`src/design/zctd_pkg.sv`:
```
`timescale 1ns / 1ps
// ----------------------------------------------------------------------------
// zctd_pkg
// Shared types, constants and the punctuation table of the text decoder.
// ----------------------------------------------------------------------------
package zctd_pkg;

  localparam int WORD_W     = 16;
  localparam int CODE_W     = 5;
  localparam int NUM_LANES  = 3;
  localparam int END_BIT    = 15;
  localparam int CHAR_W     = 8;
  localparam int ADDR_W     = 16;
  localparam int VERSION_W  = 4;
  localparam int CFG_IDX_W  = 2;
  localparam int CFG_DATA_W = 16;
  localparam int SLOT_W     = $clog2(NUM_LANES);

  localparam logic [CFG_IDX_W-1:0] CFG_IDX_VERSION     = 2'd0;
  localparam logic [CFG_IDX_W-1:0] CFG_IDX_ABBREV_BASE = 2'd1;

  localparam logic [VERSION_W-1:0] VERSION_RESET      = 4'd3;
  localparam logic [VERSION_W-1:0] ABBREV_MIN_VERSION = 4'd3;
  localparam logic [ADDR_W-1:0]    ABBREV_BASE_RESET  = 16'h0000;

  localparam logic [CODE_W-1:0] SPACE_CODE      = 5'd0;
  localparam logic [CODE_W-1:0] ABBREV_CODE_LO  = 5'd1;
  localparam logic [CODE_W-1:0] ABBREV_CODE_HI  = 5'd3;
  localparam logic [CODE_W-1:0] FIRST_CHAR_CODE = 5'd6;
  localparam logic [CODE_W-1:0] ESCAPE_CODE     = 5'd6;

  localparam logic [CHAR_W-1:0] CHAR_SPACE   = 8'h20;
  localparam logic [CHAR_W-1:0] CHAR_LOWER_A = 8'h61;
  localparam logic [CHAR_W-1:0] CHAR_UPPER_A = 8'h41;

  typedef enum logic [1:0] {
    KIND_NONE   = 2'd0,
    KIND_CHAR   = 2'd1,
    KIND_ABBREV = 2'd2
  } kind_t;

  typedef enum logic [1:0] {
    ST_NORMAL = 2'd0,
    ST_ABBREV = 2'd1,
    ST_ESC_HI = 2'd2,
    ST_ESC_LO = 2'd3
  } status_t;

  typedef enum logic [1:0] {
    SH_LOWER = 2'd0,
    SH_UPPER = 2'd1,
    SH_PUNCT = 2'd2
  } shift_t;

  typedef struct packed {
    status_t             status;
    shift_t              shift;
    logic [CODE_W-1:0]   prev;
  } dec_state_t;

  typedef struct packed {
    kind_t               kind;
    logic [CHAR_W-1:0]   ch;
    logic [ADDR_W-1:0]   addr;
  } res_t;

  localparam dec_state_t STATE_RESET = '{status: ST_NORMAL, shift: SH_LOWER, prev: '0};

  // Punctuation set, indexed by code minus six.
  function automatic logic [CHAR_W-1:0] punct_char(input logic [CODE_W-1:0] idx);
    logic [CHAR_W-1:0] ch;
    case (idx)
      5'd0:    ch = 8'h20; // space
      5'd1:    ch = 8'h5E; // caret, given literally
      5'd2:    ch = 8'h30;
      5'd3:    ch = 8'h31;
      5'd4:    ch = 8'h32;
      5'd5:    ch = 8'h33;
      5'd6:    ch = 8'h34;
      5'd7:    ch = 8'h35;
      5'd8:    ch = 8'h36;
      5'd9:    ch = 8'h37;
      5'd10:   ch = 8'h38;
      5'd11:   ch = 8'h39;
      5'd12:   ch = 8'h2E;
      5'd13:   ch = 8'h2C;
      5'd14:   ch = 8'h21;
      5'd15:   ch = 8'h3F;
      5'd16:   ch = 8'h5F;
      5'd17:   ch = 8'h23;
      5'd18:   ch = 8'h27;
      5'd19:   ch = 8'h22;
      5'd20:   ch = 8'h2F;
      5'd21:   ch = 8'h5C;
      5'd22:   ch = 8'h2D;
      5'd23:   ch = 8'h3A;
      5'd24:   ch = 8'h28;
      5'd25:   ch = 8'h29;
      default: ch = 8'h00;
    endcase
    return ch;
  endfunction

endpackage

```
`src/design/zchar_text_decoder_unit.sv`:
```
`timescale 1ns / 1ps
// ----------------------------------------------------------------------------
// zchar_text_decoder_unit
// Text word decoder: three code lanes and a result serializer.
// ----------------------------------------------------------------------------
// Usage:
//   The input channel (in_valid / in_stall / in_text_word) takes one 16-bit
//   encoded word per transfer. Each word yields exactly three results on the
//   output channel (out_valid / out_stall and the out_ fields), one per
//   transfer, most significant code first; out_last_of_word marks the third,
//   and out_string_ended is set on it when the word's end bit was set.
//   Latency: the first result of a word is offered the cycle after the word
//   transfers, the other two follow on the next cycles when not stalled.
//   The single-result output channel paces the input: the three lanes decode a
//   whole word in the cycle it transfers, and the next word is taken in the
//   same cycle as the last result of the previous word leaves.
//   A stall on the output holds the current result and stalls the input.
//   Reset (rst_n low, synchronous) empties the result buffer, clears the
//   decode state and sets story_version to 3 and abbrev_table_base to 0.
//   Configuration writes (cfg_we, cfg_index, cfg_wdata) take effect at once
//   and belong to times when no word is in flight.
// ----------------------------------------------------------------------------
module zchar_text_decoder_unit (
  input  logic                            clk,
  input  logic                            rst_n,
  input  logic                            cfg_we,
  input  logic [zctd_pkg::CFG_IDX_W-1:0]  cfg_index,
  input  logic [zctd_pkg::CFG_DATA_W-1:0] cfg_wdata,
  input  logic                            in_valid,
  output logic                            in_stall,
  input  logic [zctd_pkg::WORD_W-1:0]     in_text_word,
  output logic                            out_valid,
  input  logic                            out_stall,
  output logic [1:0]                      out_result_kind,
  output logic [zctd_pkg::CHAR_W-1:0]     out_char_code,
  output logic [zctd_pkg::ADDR_W-1:0]     out_abbrev_pointer_addr,
  output logic                            out_last_of_word,
  output logic                            out_string_ended
);

  logic [zctd_pkg::VERSION_W-1:0] version_r;
  logic [zctd_pkg::ADDR_W-1:0]    abbrev_base_r;
  zctd_pkg::dec_state_t           state_r, state_nxt;
  zctd_pkg::dec_state_t           lane_st [zctd_pkg::NUM_LANES+1];
  zctd_pkg::res_t                 lane_res [zctd_pkg::NUM_LANES];
  zctd_pkg::res_t                 out_res;
  logic                           word_end;
  logic                           take;

  assign word_end = in_text_word[zctd_pkg::END_BIT];
  assign take     = in_valid && !in_stall;

  always_ff @(posedge clk) begin
    if (!rst_n) begin
      version_r     <= zctd_pkg::VERSION_RESET;
      abbrev_base_r <= zctd_pkg::ABBREV_BASE_RESET;
    end else if (cfg_we) begin
      case (cfg_index)
        zctd_pkg::CFG_IDX_VERSION:     version_r <= cfg_wdata[zctd_pkg::VERSION_W-1:0];
        zctd_pkg::CFG_IDX_ABBREV_BASE: abbrev_base_r <= cfg_wdata[zctd_pkg::ADDR_W-1:0];
        default: ;
      endcase
    end
  end

  assign lane_st[0] = state_r;

  for (genvar k = 0; k < zctd_pkg::NUM_LANES; k++) begin : g_lane
    zctd_lane u_lane (
      .code              (in_text_word[zctd_pkg::CODE_W*(zctd_pkg::NUM_LANES-1-k) +:
                                       zctd_pkg::CODE_W]),
      .st_in             (lane_st[k]),
      .story_version     (version_r),
      .abbrev_table_base (abbrev_base_r),
      .res               (lane_res[k]),
      .st_out            (lane_st[k+1])
    );
  end

  always_comb begin
    state_nxt = state_r;
    if (take) begin
      state_nxt = word_end ? zctd_pkg::STATE_RESET : lane_st[zctd_pkg::NUM_LANES];
    end
  end

  always_ff @(posedge clk) begin
    if (!rst_n) begin
      state_r <= zctd_pkg::STATE_RESET;
    end else begin
      state_r <= state_nxt;
    end
  end

  zctd_merge u_merge (
    .clk       (clk),
    .rst_n     (rst_n),
    .in_valid  (in_valid),
    .in_stall  (in_stall),
    .lane_res  (lane_res),
    .word_end  (word_end),
    .out_valid (out_valid),
    .out_stall (out_stall),
    .out_res   (out_res),
    .out_last  (out_last_of_word),
    .out_end   (out_string_ended)
  );

  assign out_result_kind         = out_res.kind;
  assign out_char_code           = out_res.ch;
  assign out_abbrev_pointer_addr = out_res.addr;

`ifndef SYNTHESIS
  a_end_clears_state: assert property (@(posedge clk) disable iff (!rst_n)
    (take && word_end) |=> (state_r == zctd_pkg::STATE_RESET))
    else $error("string end did not clear the decode state");

  a_prev_is_last_code: assert property (@(posedge clk) disable iff (!rst_n)
    (take && !word_end) |=> (state_r.prev == $past(in_text_word[zctd_pkg::CODE_W-1:0])))
    else $error("previous code does not match the last code of the word");
`endif

endmodule

```
`src/design/zctd_lane.sv`:
```
`timescale 1ns / 1ps
// ----------------------------------------------------------------------------
// zctd_lane
// Decodes one 5-bit code against the incoming decode state and produces one
// result together with the state handed to the next code.
// ----------------------------------------------------------------------------
module zctd_lane (
  input  logic [zctd_pkg::CODE_W-1:0]    code,
  input  zctd_pkg::dec_state_t           st_in,
  input  logic [zctd_pkg::VERSION_W-1:0] story_version,
  input  logic [zctd_pkg::ADDR_W-1:0]    abbrev_table_base,
  output zctd_pkg::res_t                 res,
  output zctd_pkg::dec_state_t           st_out
);

  logic [zctd_pkg::CODE_W-1:0] idx;
  logic [zctd_pkg::CHAR_W-1:0] set_char;
  logic [zctd_pkg::ADDR_W-1:0] row_off;
  logic [zctd_pkg::ADDR_W-1:0] col_off;
  logic                        abbrev_on;

  assign idx       = code - zctd_pkg::FIRST_CHAR_CODE;
  assign abbrev_on = (story_version >= zctd_pkg::ABBREV_MIN_VERSION);

  // Each abbreviation bank spans 32 pointer words; the address wraps at 16 bits.
  assign row_off = (zctd_pkg::ADDR_W'(st_in.prev) - zctd_pkg::ADDR_W'(1)) << 6;
  assign col_off = zctd_pkg::ADDR_W'(code) << 1;

  always_comb begin
    case (st_in.shift)
      zctd_pkg::SH_LOWER: set_char = zctd_pkg::CHAR_LOWER_A + zctd_pkg::CHAR_W'(idx);
      zctd_pkg::SH_UPPER: set_char = zctd_pkg::CHAR_UPPER_A + zctd_pkg::CHAR_W'(idx);
      default:            set_char = zctd_pkg::punct_char(idx);
    endcase
  end

  always_comb begin
    res         = '{kind: zctd_pkg::KIND_NONE, ch: '0, addr: '0};
    st_out      = st_in;
    st_out.prev = code;
    case (st_in.status)
      zctd_pkg::ST_NORMAL: begin
        if (st_in.shift == zctd_pkg::SH_PUNCT && code == zctd_pkg::ESCAPE_CODE) begin
          st_out.status = zctd_pkg::ST_ESC_HI;
          st_out.shift  = zctd_pkg::SH_LOWER;
        end else if (code >= zctd_pkg::FIRST_CHAR_CODE) begin
          res.kind     = zctd_pkg::KIND_CHAR;
          res.ch       = set_char;
          st_out.shift = zctd_pkg::SH_LOWER;
        end else if (code == zctd_pkg::SPACE_CODE) begin
          res.kind     = zctd_pkg::KIND_CHAR;
          res.ch       = zctd_pkg::CHAR_SPACE;
          st_out.shift = zctd_pkg::SH_LOWER;
        end else if (abbrev_on &&
                     (code inside {[zctd_pkg::ABBREV_CODE_LO:zctd_pkg::ABBREV_CODE_HI]})) begin
          st_out.status = zctd_pkg::ST_ABBREV;
          st_out.shift  = zctd_pkg::SH_LOWER;
        end else begin
          // One-code shift: odd codes pick punctuation, even codes upper case.
          st_out.shift = code[0] ? zctd_pkg::SH_PUNCT : zctd_pkg::SH_UPPER;
        end
      end
      zctd_pkg::ST_ABBREV: begin
        res.kind      = zctd_pkg::KIND_ABBREV;
        res.addr      = abbrev_table_base + row_off + col_off;
        st_out.status = zctd_pkg::ST_NORMAL;
      end
      zctd_pkg::ST_ESC_HI: begin
        st_out.status = zctd_pkg::ST_ESC_LO;
      end
      default: begin
        // Low part of the escape; the 10-bit value keeps its low 8 bits.
        res.kind      = zctd_pkg::KIND_CHAR;
        res.ch        = {st_in.prev[2:0], code};
        st_out.status = zctd_pkg::ST_NORMAL;
      end
    endcase
  end

endmodule

```
`src/design/zctd_merge.sv`:
```
`timescale 1ns / 1ps
// ----------------------------------------------------------------------------
// zctd_merge
// Holds the three lane results of one word and sends them out one transfer
// at a time, marking the last one of the word.
// ----------------------------------------------------------------------------
module zctd_merge (
  input  logic                           clk,
  input  logic                           rst_n,
  input  logic                           in_valid,
  output logic                           in_stall,
  input  zctd_pkg::res_t                 lane_res [zctd_pkg::NUM_LANES],
  input  logic                           word_end,
  output logic                           out_valid,
  input  logic                           out_stall,
  output zctd_pkg::res_t                 out_res,
  output logic                           out_last,
  output logic                           out_end
);

  localparam logic [zctd_pkg::SLOT_W-1:0] LAST_SLOT = zctd_pkg::SLOT_W'(zctd_pkg::NUM_LANES - 1);

  logic                          valid_r, valid_nxt;
  logic [zctd_pkg::SLOT_W-1:0]   slot_r, slot_nxt;
  zctd_pkg::res_t                res_r [zctd_pkg::NUM_LANES];
  logic                          end_r;
  logic                          take;
  logic                          send;

  // A new word loads while the final result of the previous one transfers.
  assign in_stall = valid_r && !(slot_r == LAST_SLOT && !out_stall);
  assign take     = in_valid && !in_stall;
  assign send     = valid_r && !out_stall;

  always_comb begin
    valid_nxt = valid_r;
    slot_nxt  = slot_r;
    if (take) begin
      valid_nxt = 1'b1;
      slot_nxt  = '0;
    end else if (send) begin
      if (slot_r == LAST_SLOT) begin
        valid_nxt = 1'b0;
      end else begin
        slot_nxt = slot_r + zctd_pkg::SLOT_W'(1);
      end
    end
  end

  always_ff @(posedge clk) begin
    if (!rst_n) begin
      valid_r <= 1'b0;
      slot_r  <= '0;
    end else begin
      valid_r <= valid_nxt;
      slot_r  <= slot_nxt;
    end
  end

  always_ff @(posedge clk) begin
    if (take) begin
      res_r <= lane_res;
      end_r <= word_end;
    end
  end

  assign out_valid = valid_r;
  assign out_res   = res_r[slot_r];
  assign out_last  = (slot_r == LAST_SLOT);
  assign out_end   = (slot_r == LAST_SLOT) && end_r;

`ifndef SYNTHESIS
  a_load_starts_first_slot: assert property (@(posedge clk) disable iff (!rst_n)
    take |=> (valid_r && slot_r == '0))
    else $error("word load did not restart at the first result");

  a_slot_in_range: assert property (@(posedge clk) disable iff (!rst_n)
    valid_r |-> (slot_r <= LAST_SLOT))
    else $error("result slot beyond the last lane");

  a_hold_when_stalled: assert property (@(posedge clk) disable iff (!rst_n)
    (valid_r && out_stall) |=> (valid_r && $stable(slot_r)))
    else $error("result slot moved while the receiver stalled");
`endif

endmodule
```
`config.mk`:
```
export PLATFORM = sky130hd
export DESIGN_NAME = zchar_text_decoder_unit
export DESIGN_NICKNAME = d
export VERILOG_FILES = /design/src/design/zctd_pkg.sv /design/src/design/zchar_text_decoder_unit.sv /design/src/design/zctd_lane.sv /design/src/design/zctd_merge.sv
export SDC_FILE = /design/constraint.sdc
export NUM_CORES = 1
export LEC_CHECK = 0
export BUFFER_PORTS_ARGS = -buffer_cell sky130_fd_sc_hd__buf_2
export CORE_ASPECT_RATIO = 1.5
export CORE_MARGIN = 1
export CORE_UTILIZATION = 50
export CTS_BUF_LIST = sky130_fd_sc_hd__clkbuf_16
export DETAILED_ROUTE_END_ITERATION = 8
export HOLD_SLACK_MARGIN = 0.06
export PLACE_DENSITY = 0.71
export SYNTH_ARGS = -nofsm -noshare
export SYNTH_HDL_FRONTEND = slang
export SYNTH_SLANG_ARGS = --single-unit
```
`constraint.sdc`:
```
create_clock -name clk -period 9.6 [get_ports clk]
set_clock_uncertainty 0.2 [all_clocks]
set_input_delay 0.96 -clock clk [delete_from_list [all_inputs] [get_ports clk]]
set_output_delay 0.96 -clock clk [all_outputs]
set_load 0.02 [all_outputs]
```
==> results of run 1 <==
-- worst max-delay path, stage by stage --
cell	delay (ns)
buf_2	0.29
inv_1	0.20
ha_1	0.34
a2111oi_4	0.51
a21oi_1	0.15
o31ai_1	0.49
a2111o_1	0.21
o21a_2	0.34
nand3b_4	0.21
nor3b_4	0.38
a32o_1	0.23
-- logic make-up (layout without fill, tap and decap cells) --
family / Yosys count / count (layout) / share of synthesized area
AND/OR/NAND/NOR: 329 / 329 / 0.1734
AO/OA/AOI/OAI: 275 / 275 / 0.2080
flip-flops: 111 / 111 / 0.3352
buffers and inverters: 99 / 138 / 0.04593
adder cells (fa/ha/maj): 91 / 91 / 0.1292
XOR/XNOR: 60 / 60 / 0.05846
multiplexers: 43 / 43 / 0.04983
-- flip-flops by register name, summed over array words and instances, names as in the netlist --
name / flops
u_merge.res_r: 78
abbrev_base_r: 16
u_merge.out_valid: 1
version_r: 4
u_merge.end_r: 1
u_merge.slot_r: 2
lane_st: 9
-- how the worst max path moves through the flow --
stage | cells after the start | from | endpoint
final | 11 | in_text_word[10] | u_merge.res_r[20]
after global routing | 11 | in_text_word[10] | u_merge.res_r[20]
after CTS | 11 | in_text_word[10] | u_merge.res_r[20]
after detailed placement | 11 | in_text_word[10] | u_merge.res_r[20]
after global placement | 11 | in_text_word[10] | u_merge.res_r[19]
after floorplan | 7 | u_merge.slot_r[0] | u_merge.end_r
-- metrics by stage --
| stage | std cells | hold WS, ns | area (um2) |
|---|---|---|---|
| floorplan | 1008 | 0.2430 | 8989 |
| global placement | 1244 | 0.2549 | 9423 |
| detailed placement | 1244 | 0.2638 | 9423 |
| CTS | 1260 | 0.2864 | 9723 |
| global route | 1260 | 0.3304 | 9723 |
| finish | 1260 | 0.2860 | 9723 |
-- cell usage in the layout, fill, tap and decap left out, types with 9 or more instances in the layout --
| cell type | n |
|---|---|
| o21ai_0 | 80 |
| buf_2 | 68 |
| xnor2_1 | 33 |
| o211ai_1 | 11 |
| ha_1 | 88 |
| xor2_1 | 27 |
| a22o_1 | 17 |
| nand2_1 | 120 |
| nand3_1 | 21 |
| mux2i_1 | 41 |
| buf_4 | 9 |
| clkbuf_16 | 9 |
| nor2_1 | 85 |
| or3_1 | 12 |
| a21boi_0 | 20 |
| a21o_1 | 11 |
| a31oi_1 | 17 |
| dfxtp_1 | 31 |
| a21oi_1 | 44 |
| inv_1 | 44 |
| nor2b_1 | 9 |
| edfxtp_1 | 79 |
| a211oi_1 | 14 |
| nor3_1 | 31 |
-- routing by layer --
metal / up-vias / share of wire
li1: 3712 / -
met1: 3547 / 0.37
met2: 244 / 0.53
met3: 74 / 0.039
met4: 0 / 0.059
met5: - / 0
-- layout make-up --
cell class / instances / area, um2
Clock buffer: 9 / 225.2
Clock inverter: 7 / 75.07
Fill cell: 1573 / 7772
Inverter: 45 / 168.9
Multi-Input combinational cell: 798 / 5565
Sequential cell: 111 / 3014
Tap cell: 213 / 266.5
Timing Repair Buffer: 77 / 407.9
-- power by group through the flow --
| stage | Clock [mW] | Sequential [mW] | Combinational, mW |
|---|---|---|---|
| 2_1_floorplan | 0 | 0.559 | 0.234 |
| 3_3_place_gp | 0 | 0.564 | 0.314 |
| 3_5_place_dp | 0 | 0.565 | 0.317 |
| 4_1_cts | 0.393 | 0.554 | 0.319 |
| 5_1_grt | 0.412 | 0.556 | 0.352 |
| 6_report | 0.392 | 0.554 | 0.321 |
==> summary.md, run 1 <==
Routing
- average vias per placed instance: 6.013
- Routed WL: 25180 um
- number of detailed-routing iterations run before antenna repair: 9
- number of design-rule violations left by the first detailed-router iteration: 449
- WL/cell: 19.98 um
- antenna viol nets, final: 0
- Via Count: 7577
- drc violations: 6

Power
- internal power consumption: 0.8466 mW
- clock share of power: 0.310
- VDD IR max: 0.08104 mV
- Tot Pwr: 1.267 mW
- sequential share of power: 0.437
- leakage power total: 3.925 nW
- net switching component of the power: 0.4202 mW
- switching power share of the total: 0.3317
- pwr/cell area: 130.3 nW/um2
- part of the total power dissipated in combinational logic: 0.253

Synthesis
- number of flops mapped to enable cells by yosys: 79
- number of instances in the synthesized netlist: 1008
- portion of synthesized cell area occupied by the leading cell type: 0.2639
- leading cell type by number of instances after synthesis: nand2_1
- average cell area after synthesis: 8.917 um2
- largest area contributor in the netlist: edfxtp_1
- mapped cell area: 8989 um2
- number of warning messages in the yosys log: 0
- top cells by area, synth: edfxtp_1 (26%), ha_1 (12%), dfxtp_1 (7.1%)
- Post-synth ARST share: 0
- primary flip-flop cell chosen by synthesis mapping: edfxtp_1
- most numerous cell types in the synthesized netlist: nand2_1 (120), ha_1 (88), nor2_1 (85)
- number of distinct library cells after synthesis: 72
- Yosys reg bits: 111
- number of nets in the synthesized netlist: 1138
- part of the Yosys area used for sequential elements: 0.3352

STA
- max_slew headroom: 0.2200
- unrepaired setup endpoints after global routing: false
- total count of hold-check failures in the final report: 0
- Max Clk Rate: 0.2332 GHz
- pin slew with the least headroom to its limit: 1.165 ns
- post-route minimum period: 4.289 ns
- period utilisation layout: 0.4468
- final-layout setup total negative slack: 0 ns
- Setup Viol. Count Final: 0
- Final Max Slew Viols: 0
- post-layout worst setup margin: 5.311 ns

Layout
- post-layout net count: 1172
- proportion of layout cells with a drive suffix above 1: 0.1137
- antenna diode count: 0
- final core utilization: 0.5557
- area added between synthesis and finish: 8.171%

GRT
- met3 routing resource usage after global routing: 0.02847
- wire length of the first global-routing pass: 39610 um
- global router's overall resource usage: 0.2776
- number of global-route vias before repair: 7432
- Global Route met2 Usage: 0.5182
- GRT overflow: 0
- layer carrying the most global-route usage: met2
- antenna violations before repair: 0
- maximum number of pins on one net before global-route repair: 52
- met1 Track Usage GR: 0.2976

Clock network
- post-CTS repair timing setup buffer count: 0
- Hold-fix buffers, CTS: 0
- buffer type at the clock tree root: clkbuf_16
- H-tree depth: 3
- TritonCTS clock tree: built
- Skew-Pair Late Insertion Delay: 0.37 ns
- number of clock sinks: 111
- post-cts sizing count: 0
- clock-pin slew on the worst setup and hold paths: 0.09 ns
- total CTS buffers: 9
- buffers from clock root to sink, at most: 2

Floorplan
- top-level I/O count: 69
- Row Count: 59
- core outline area: 17500 um2
- die area: 18530 um2
- initial cell density of the core: 0.5138
- Chip Width: 111.5 um
- DIE HEIGHT: 166.2 um

Worst hold path
- hold path startpoint: version_r[1]
- WHS Path Cells: 2
- Hold WC Path Type: flop to flop
- Worst Hold End: version_r[1]

Worst setup path
- data required time at the worst endpoint: 9.64 ns
- setup slack of the most critical reg-to-reg path: 6.16 ns
- sort of element at the start of the critical path: input pin
- biggest fanout along the worst timing path: 17
- Critical Path Sink Type: flop
- critical register-to-register path startpoint: lane_st[33]
- worst setup path category: input pin to flop
- Crit Reg-Reg Endpoint: u_merge.res_r[20]
- reg2reg path depth: 8
- critical path data arrival time: 4.33 ns

Status
- violations in the final reports: DRC
- result of the run: finished with violations

Place
- I/O Buffers: 68
- estimated wirelength of the detail-placed design: 19050 um
- gp weighted congestion: 0.9408
- worst-case setup slack after placement: 5.028 ns

Flow run
- Max-cap violations: 0

Power figures use the tool's default switching activity.
==> inputs of run 2 (changes only) <==
clock period = 4.1 ns   (was 9.6 ns; I/O delays follow)
==> run 2 against run 1 <==
Effect of this change: sequential cell count unchanged; via count increased by 2.8%; non-clock buffer count increased by 20; global-route usage decreased by 0.27 points; largest power group unchanged; combinational power increased by 140%; register-to-register slack got worse by 5.3 ns; the flow still finishes with violations (DRC); power increased by 130%; clock power increased by 130%; worst setup slack got worse by 4.5 ns.
==> summary.md, run 2 (synthesized netlist as in run 1, its figures left out) <==
Status
- result of the run: finished with violations
- violations in the final reports: DRC

Power
- sequential share of power: 0.436, about the same
- switching power share of the total: 0.3296, -0.002132
- pwr/cell area: 300.4 nW/um2, +130%
- part of the total power dissipated in combinational logic: 0.257, +0.004
- net switching component of the power: 0.9780 mW, +130%
- VDD IR max: 0.2064 mV, +150%
- clock share of power: 0.306, -0.004
- leakage power total: 4.017 nW, +2.3%
- internal power consumption: 1.989 mW, +130%

Floorplan
- top-level I/O count: 69, unchanged
- Chip Width: 111.5 um, unchanged
- Row Count: 59, unchanged
- initial cell density of the core: 0.5138, unchanged
- core outline area: 17500 um2, unchanged
- DIE HEIGHT: 166.2 um, unchanged
- die area: 18530 um2, unchanged

Layout
- most frequent cells in the layout: nand2_1 (120), ha_1 (88), nor2_1 (85)
- final core utilization: 0.5647, +0.008940
- antenna diode count: 0, unchanged
- post-layout net count: 1192, +1.7%
- final std cells w/o fill: 1280, +1.6%
- most common cell after layout, fill and taps aside: nand2_1
- number of flip-flops under the largest register name: 78, unchanged
- proportion of layout cells with a drive suffix above 1: 0.1293, +0.01568
- area added between synthesis and finish: 9.911%
- Top reg by flops: u_merge.res_r

STA
- max_slew headroom: 0.3277, +0.1077
- Setup Viol. Count Final: 0, unchanged
- unrepaired setup endpoints after global routing: false
- post-layout worst setup margin: 0.8156 ns, -4.495 ns
- final-layout setup total negative slack: 0 ns, unchanged
- period utilisation layout: 0.8011
- Max Clk Rate: 0.3045 GHz
- total count of hold-check failures in the final report: 0, unchanged
- pin slew with the least headroom to its limit: 1.001 ns, -0.1635 ns
- post-route minimum period: 3.284 ns
- Final Max Slew Viols: 0, unchanged

Place
- I/O Buffers: 68, unchanged
- estimated wirelength of the detail-placed design: 19200 um, +0.76%
- cell count after placement: 1263, +1.5%
- gp weighted congestion: 0.9556, +1.6%
- worst-case setup slack after placement: 0.4554 ns, -4.573 ns

Worst setup path
- sort of element at the start of the critical path: input pin
- critical path data arrival time: 3.21 ns, -1.12 ns
- data required time at the worst endpoint: 4.02 ns, -5.62 ns
- critical register-to-register path startpoint: lane_st[34]
- Critical Path Sink Type: flop
- biggest fanout along the worst timing path: 16, -1
- worst setup path category: input pin to flop
- worst setup path startpoint: in_text_word[11]

Routing
- number of design-rule violations left by the first detailed-router iteration: 538, +20%
- number of detailed-routing iterations run before antenna repair: 9, unchanged
- WL/cell: 19.60 um, -1.9%
- drc violations: 3, -3
- antenna viol nets, final: 0, unchanged
- average vias per placed instance: 6.085, +1.2%
- Routed WL: 25090 um, -0.34%
- Via Count: 7789, +2.8%

Clock network
- total CTS buffers: 9, unchanged
- post-CTS repair timing setup buffer count: 0, unchanged
- Skew-Pair Late Insertion Delay: 0.37 ns, about the same
- post-cts sizing count: 0, unchanged
- buffer type at the clock tree root: clkbuf_16
- number of clock sinks: 111, unchanged
- H-tree depth: 3, unchanged
- clock-pin slew on the worst setup and hold paths: 0.08 ns, about the same
- buffers from clock root to sink, at most: 2, unchanged
- TritonCTS clock tree: built
- Hold-fix buffers, CTS: 1, +1

GRT
- wire length of the first global-routing pass: 39360 um, -0.63%
- GRT overflow: 0, unchanged
- maximum number of pins on one net before global-route repair: 47, -9.6%
- antenna violations before repair: 0, unchanged
- number of global-route vias before repair: 7502, +0.94%
- global router's overall resource usage: 0.2750, -0.002655

Worst hold path
- Hold WC Path Type: input pin to flop
- hold path startpoint: in_valid

Flow run
- Max-cap violations: 0, unchanged

-- run 2: changes by cell type in the layout (fill, tap and decap cells not counted), sizes merged --
cell	change
buf	+19
inv	-1
dlygate4sd3	+1
clkinvlp	+1
-- run 2: metrics by stage --
step	area [um2]	hold slack [ns]	total power, mW
2_1_floorplan	8992	0.2430	1.855
3_3_place_gp	9569	0.2626	2.063
3_5_place_dp	9569	0.2659	2.071
4_1_cts	9879	0.06139	2.964
5_1_grt	9879	0.07346	3.087
6_report	9879	0.06407	2.967
-- run 2: cell type report --
type	instances	area, um2
tap	213	266.5
clock buffer	9	225.2
inverter	45	172.7
clock inverter	7	75.07
sequential	111	3014
multi-input combinational	798	5565
timing repair buffer	97	560.5
fill	1612	7616
-- run 2: final timing paths --
| kind | end | slack (ns) | cells past startpoint |
|---|---|---|---|
| worst max-delay path | u_merge.res_r[18] | 0.82 | 11 |
| worst min-delay path | u_merge.out_valid | 0.06 | 2 |
| worst max register to register | u_merge.res_r[18] | 0.85 | 8 |
| worst min register to register | version_r[1] | 0.29 | 2 |
-- run 2: power groups by stage --
stage	Sequential [mW]	Combinational [mW]	Clock, mW
after floorplan	1.31	0.548	0
after global routing	1.30	0.834	0.954
after CTS	1.29	0.756	0.913
after detailed placement	1.32	0.750	0
final	1.29	0.763	0.909
after global placement	1.32	0.744	0
-- run 2: routing by layer --
| layer | part of all wire | wire length (um) | GRT usage | vias up |
|---|---|---|---|---|
| li1 | - | - | - | 3759 |
| met1 | 0.38 | 9482 | 0.2946 | 3663 |
| met2 | 0.52 | 12950 | 0.5079 | 269 |
| met3 | 0.035 | 869 | 0.02737 | 98 |
| met4 | 0.071 | 1789 | 0.1810 | 0 |
| met5 | 0 | 0 | 0 | - |
-- run 2: critical path, cell delays in order --
cell      delay, ns
buf_2          0.17
inv_1          0.26
ha_1           0.38
nand2b_4       0.10
and3_1         0.19
a32o_2         0.35
a2111o_1       0.45
o21a_2         0.23
nand3b_4       0.20
nor3b_4        0.20
a32o_1         0.25
==> inputs of run 3 (changes only) <==
clock period = 3.15 ns   (was 4.1 ns; I/O delays follow)
==> run 3 against run 2 <==
Effect of this change: the run still ends with DRC left; non-clock buffer count is 90 higher; sequential power is 31% higher; sequential cell count stayed put; critical path depth shrank 1; largest power group unchanged; critical endpoint is now u_merge.res_r[19].
==> summary.md, run 3 (synthesized netlist as in run 1, its figures left out) <==
Layout
- final core utilization: 0.6079, +0.04319
- most frequent cells in the layout: nand2_1 (120), buf_4 (100), nor2_1 (85), ha_1 (85), o21ai_0 (80)
- proportion of layout cells with a drive suffix above 1: 0.1884, +0.05908
- post-layout net count: 1282, +7.6%
- final std cells w/o fill: 1370, +7.0%
- antenna diode count: 0, unchanged
- number of flip-flops under the largest register name: 78, unchanged
- area added between synthesis and finish: 18.32%
- Top reg by flops: u_merge.res_r
- most common cell after layout, fill and taps aside: nand2_1
- post-route cell area: 10640 um2, +7.6%

Worst setup path
- highest-delay cell along the critical path: a211o_1
- Critical Path Sink Type: flop
- library cell appearing most often on the critical path: buf_4
- CP Cell Sequence: a211o_1 > a41oi_1 > o31ai_1 > buf_4 > a2111o_1 > o21a_2 > nand3b_4 > nor3b_4 > buf_4 > a32o_1
- critical path data arrival time: 2.95 ns, -0.26 ns
- data required time at the worst endpoint: 3.06 ns, -0.96 ns
- worst setup path category: flop to flop
- biggest fanout along the worst timing path: 7, -9
- critical register-to-register path startpoint: version_r[1]
- slowest cell delay on critical path: 0.42 ns, -0.03 ns
- sort of element at the start of the critical path: flop
- worst setup path startpoint: version_r[1]

Power
- leakage power total: 4.445 nW, +11%
- VDD IR max: 0.2233 mV, +8.2%
- pwr/cell area: 365.0 nW/um2, +22%
- sequential share of power: 0.434, -0.002
- switching power share of the total: 0.3183, -0.01131
- part of the total power dissipated in combinational logic: 0.281, +0.024
- net switching component of the power: 1.235 mW, +26%
- internal power consumption: 2.646 mW, +33%
- clock share of power: 0.284, -0.022
- Tot Pwr: 3.882 mW, +31%

Place
- total cell area at the placement stage: 10170 um2, +6.2%
- cell count after placement: 1336, +5.8%
- I/O Buffers: 68, unchanged
- worst-case setup slack after placement: -0.1234 ns, -0.5788 ns
- gp weighted congestion: 0.9230, -3.4%
- estimated wirelength of the detail-placed design: 20040 um, +4.4%

Routing
- number of design-rule violations left by the first detailed-router iteration: 620, +15%
- drc violations: 3, unchanged
- WL/cell: 19.11 um, -2.5%
- Via Count: 8078, +3.7%
- Routed WL: 26180 um, +4.3%
- number of detailed-routing iterations run before antenna repair: 9, unchanged
- average vias per placed instance: 5.896, -3.1%
- antenna viol nets, final: 0, unchanged

Clock network
- buffers from clock root to sink, at most: 2, unchanged
- post-CTS repair timing setup buffer count: 0, unchanged
- clock-pin slew on the worst setup and hold paths: 0.08 ns, about the same
- Skew-Pair Late Insertion Delay: 0.36 ns, about the same
- buffer type at the clock tree root: clkbuf_16
- number of clock sinks: 111, unchanged
- total CTS buffers: 9, unchanged
- TritonCTS clock tree: built
- H-tree depth: 3, unchanged

STA
- Final Max Slew Viols: 0, unchanged
- period utilisation layout: 0.9657
- max_slew headroom: 0.3635, +0.03584
- pin slew with the least headroom to its limit: 0.9479 ns, -0.05337 ns
- Setup Viol. Count Final: 0, unchanged
- post-layout worst setup margin: 0.1081 ns, -0.7075 ns
- final-layout setup total negative slack: 0 ns, unchanged
- Max Clk Rate: 0.3287 GHz
- Post-Route Hold Slack: 0.09822 ns, +0.03416 ns
- total count of hold-check failures in the final report: 0, unchanged
- unrepaired setup endpoints after global routing: false
- post-route minimum period: 3.042 ns

Status
- result of the run: finished with violations
- violations in the final reports: DRC

Flow run
- Max-cap violations: 0, unchanged

GRT
- maximum number of pins on one net before global-route repair: 49, +4.3%
- antenna violations before repair: 0, unchanged
- GRT overflow: 0, unchanged
- global router's overall resource usage: 0.2848, +0.009890
- wire length of the first global-routing pass: 40790 um, +3.6%
- number of global-route vias before repair: 7970, +6.2%

Floorplan
- Chip Width: 111.5 um, unchanged
- DIE HEIGHT: 166.2 um, unchanged
- initial cell density of the core: 0.5138, unchanged
- Row Count: 59, unchanged
- core outline area: 17500 um2, unchanged
- die area: 18530 um2, unchanged
- top-level I/O count: 69, unchanged

Worst hold path
- hold path startpoint: rst_n
- Hold WC Path Type: input pin to flop

==> run 3: cell types whose count changed in the layout (fill, tap and decap cells not counted), moves of 2 or more <==
cell,delta
ha_2,+2
dlygate4sd3_1,+17
ha_1,-3
buf_4,+72
clkinv_4,+2
==> run 3: repair_timing <==
action | 4_1_cts | 5_1_grt
hold buffers | 18 | 0
endpoints found under the setup margin | 0 | 3
hold endpoints to repair | 22 | 0
gates resized for setup | 0 | 2
==> run 3: power groups by stage <==
stage          Clock, mW  Combinational, mW  Sequential (mW)
3_5_place_dp           0               1.06             1.72
2_1_floorplan          0              0.721             1.70
4_1_cts             1.10               1.08             1.68
3_3_place_gp           0               1.05             1.72
6_report            1.10               1.09             1.69
5_1_grt             1.16               1.20             1.69
==> run 3: per-layer routing <==
metal | vias to the layer above | track usage | part of all wire
li1 | 3946 | - | -
met1 | 3775 | 0.2849 | 0.36
met2 | 264 | 0.5497 | 0.54
met3 | 93 | 0.03504 | 0.039
met4 | 0 | 0.1769 | 0.059
met5 | - | 0 | 0
==> run 3: worst paths after layout <==
kind | end | slack (ns) | cells past startpoint
worst max-delay path | u_merge.res_r[19] | 0.11 | 10
worst min-delay path | version_r[0] | 0.1 | 2
worst max register to register | u_merge.res_r[19] | 0.11 | 10
worst min register to register | version_r[1] | 0.29 | 2
==> run 3: critical path, delay by kind of cell, from the launching register on <==
| kind | cells | cell delay, ns |
|---|---|---|
| buffers and inverters | 2 | 0.34 |
| DFF | 1 | 0.31 |
| AOI/OAI and AO/OA | 6 | 1.62 |
| and+or+nand+nor | 2 | 0.32 |
==> run 3: final cells by class <==
type	instances	area, um2
well taps	213	266.5
clock inverters	7	56.30
fillers	1513	6860
repair buffers	187	1291
multi-input cells	798	5608
clock buffers	9	225.2
flip-flops and latches	111	3015
inverters	45	172.7
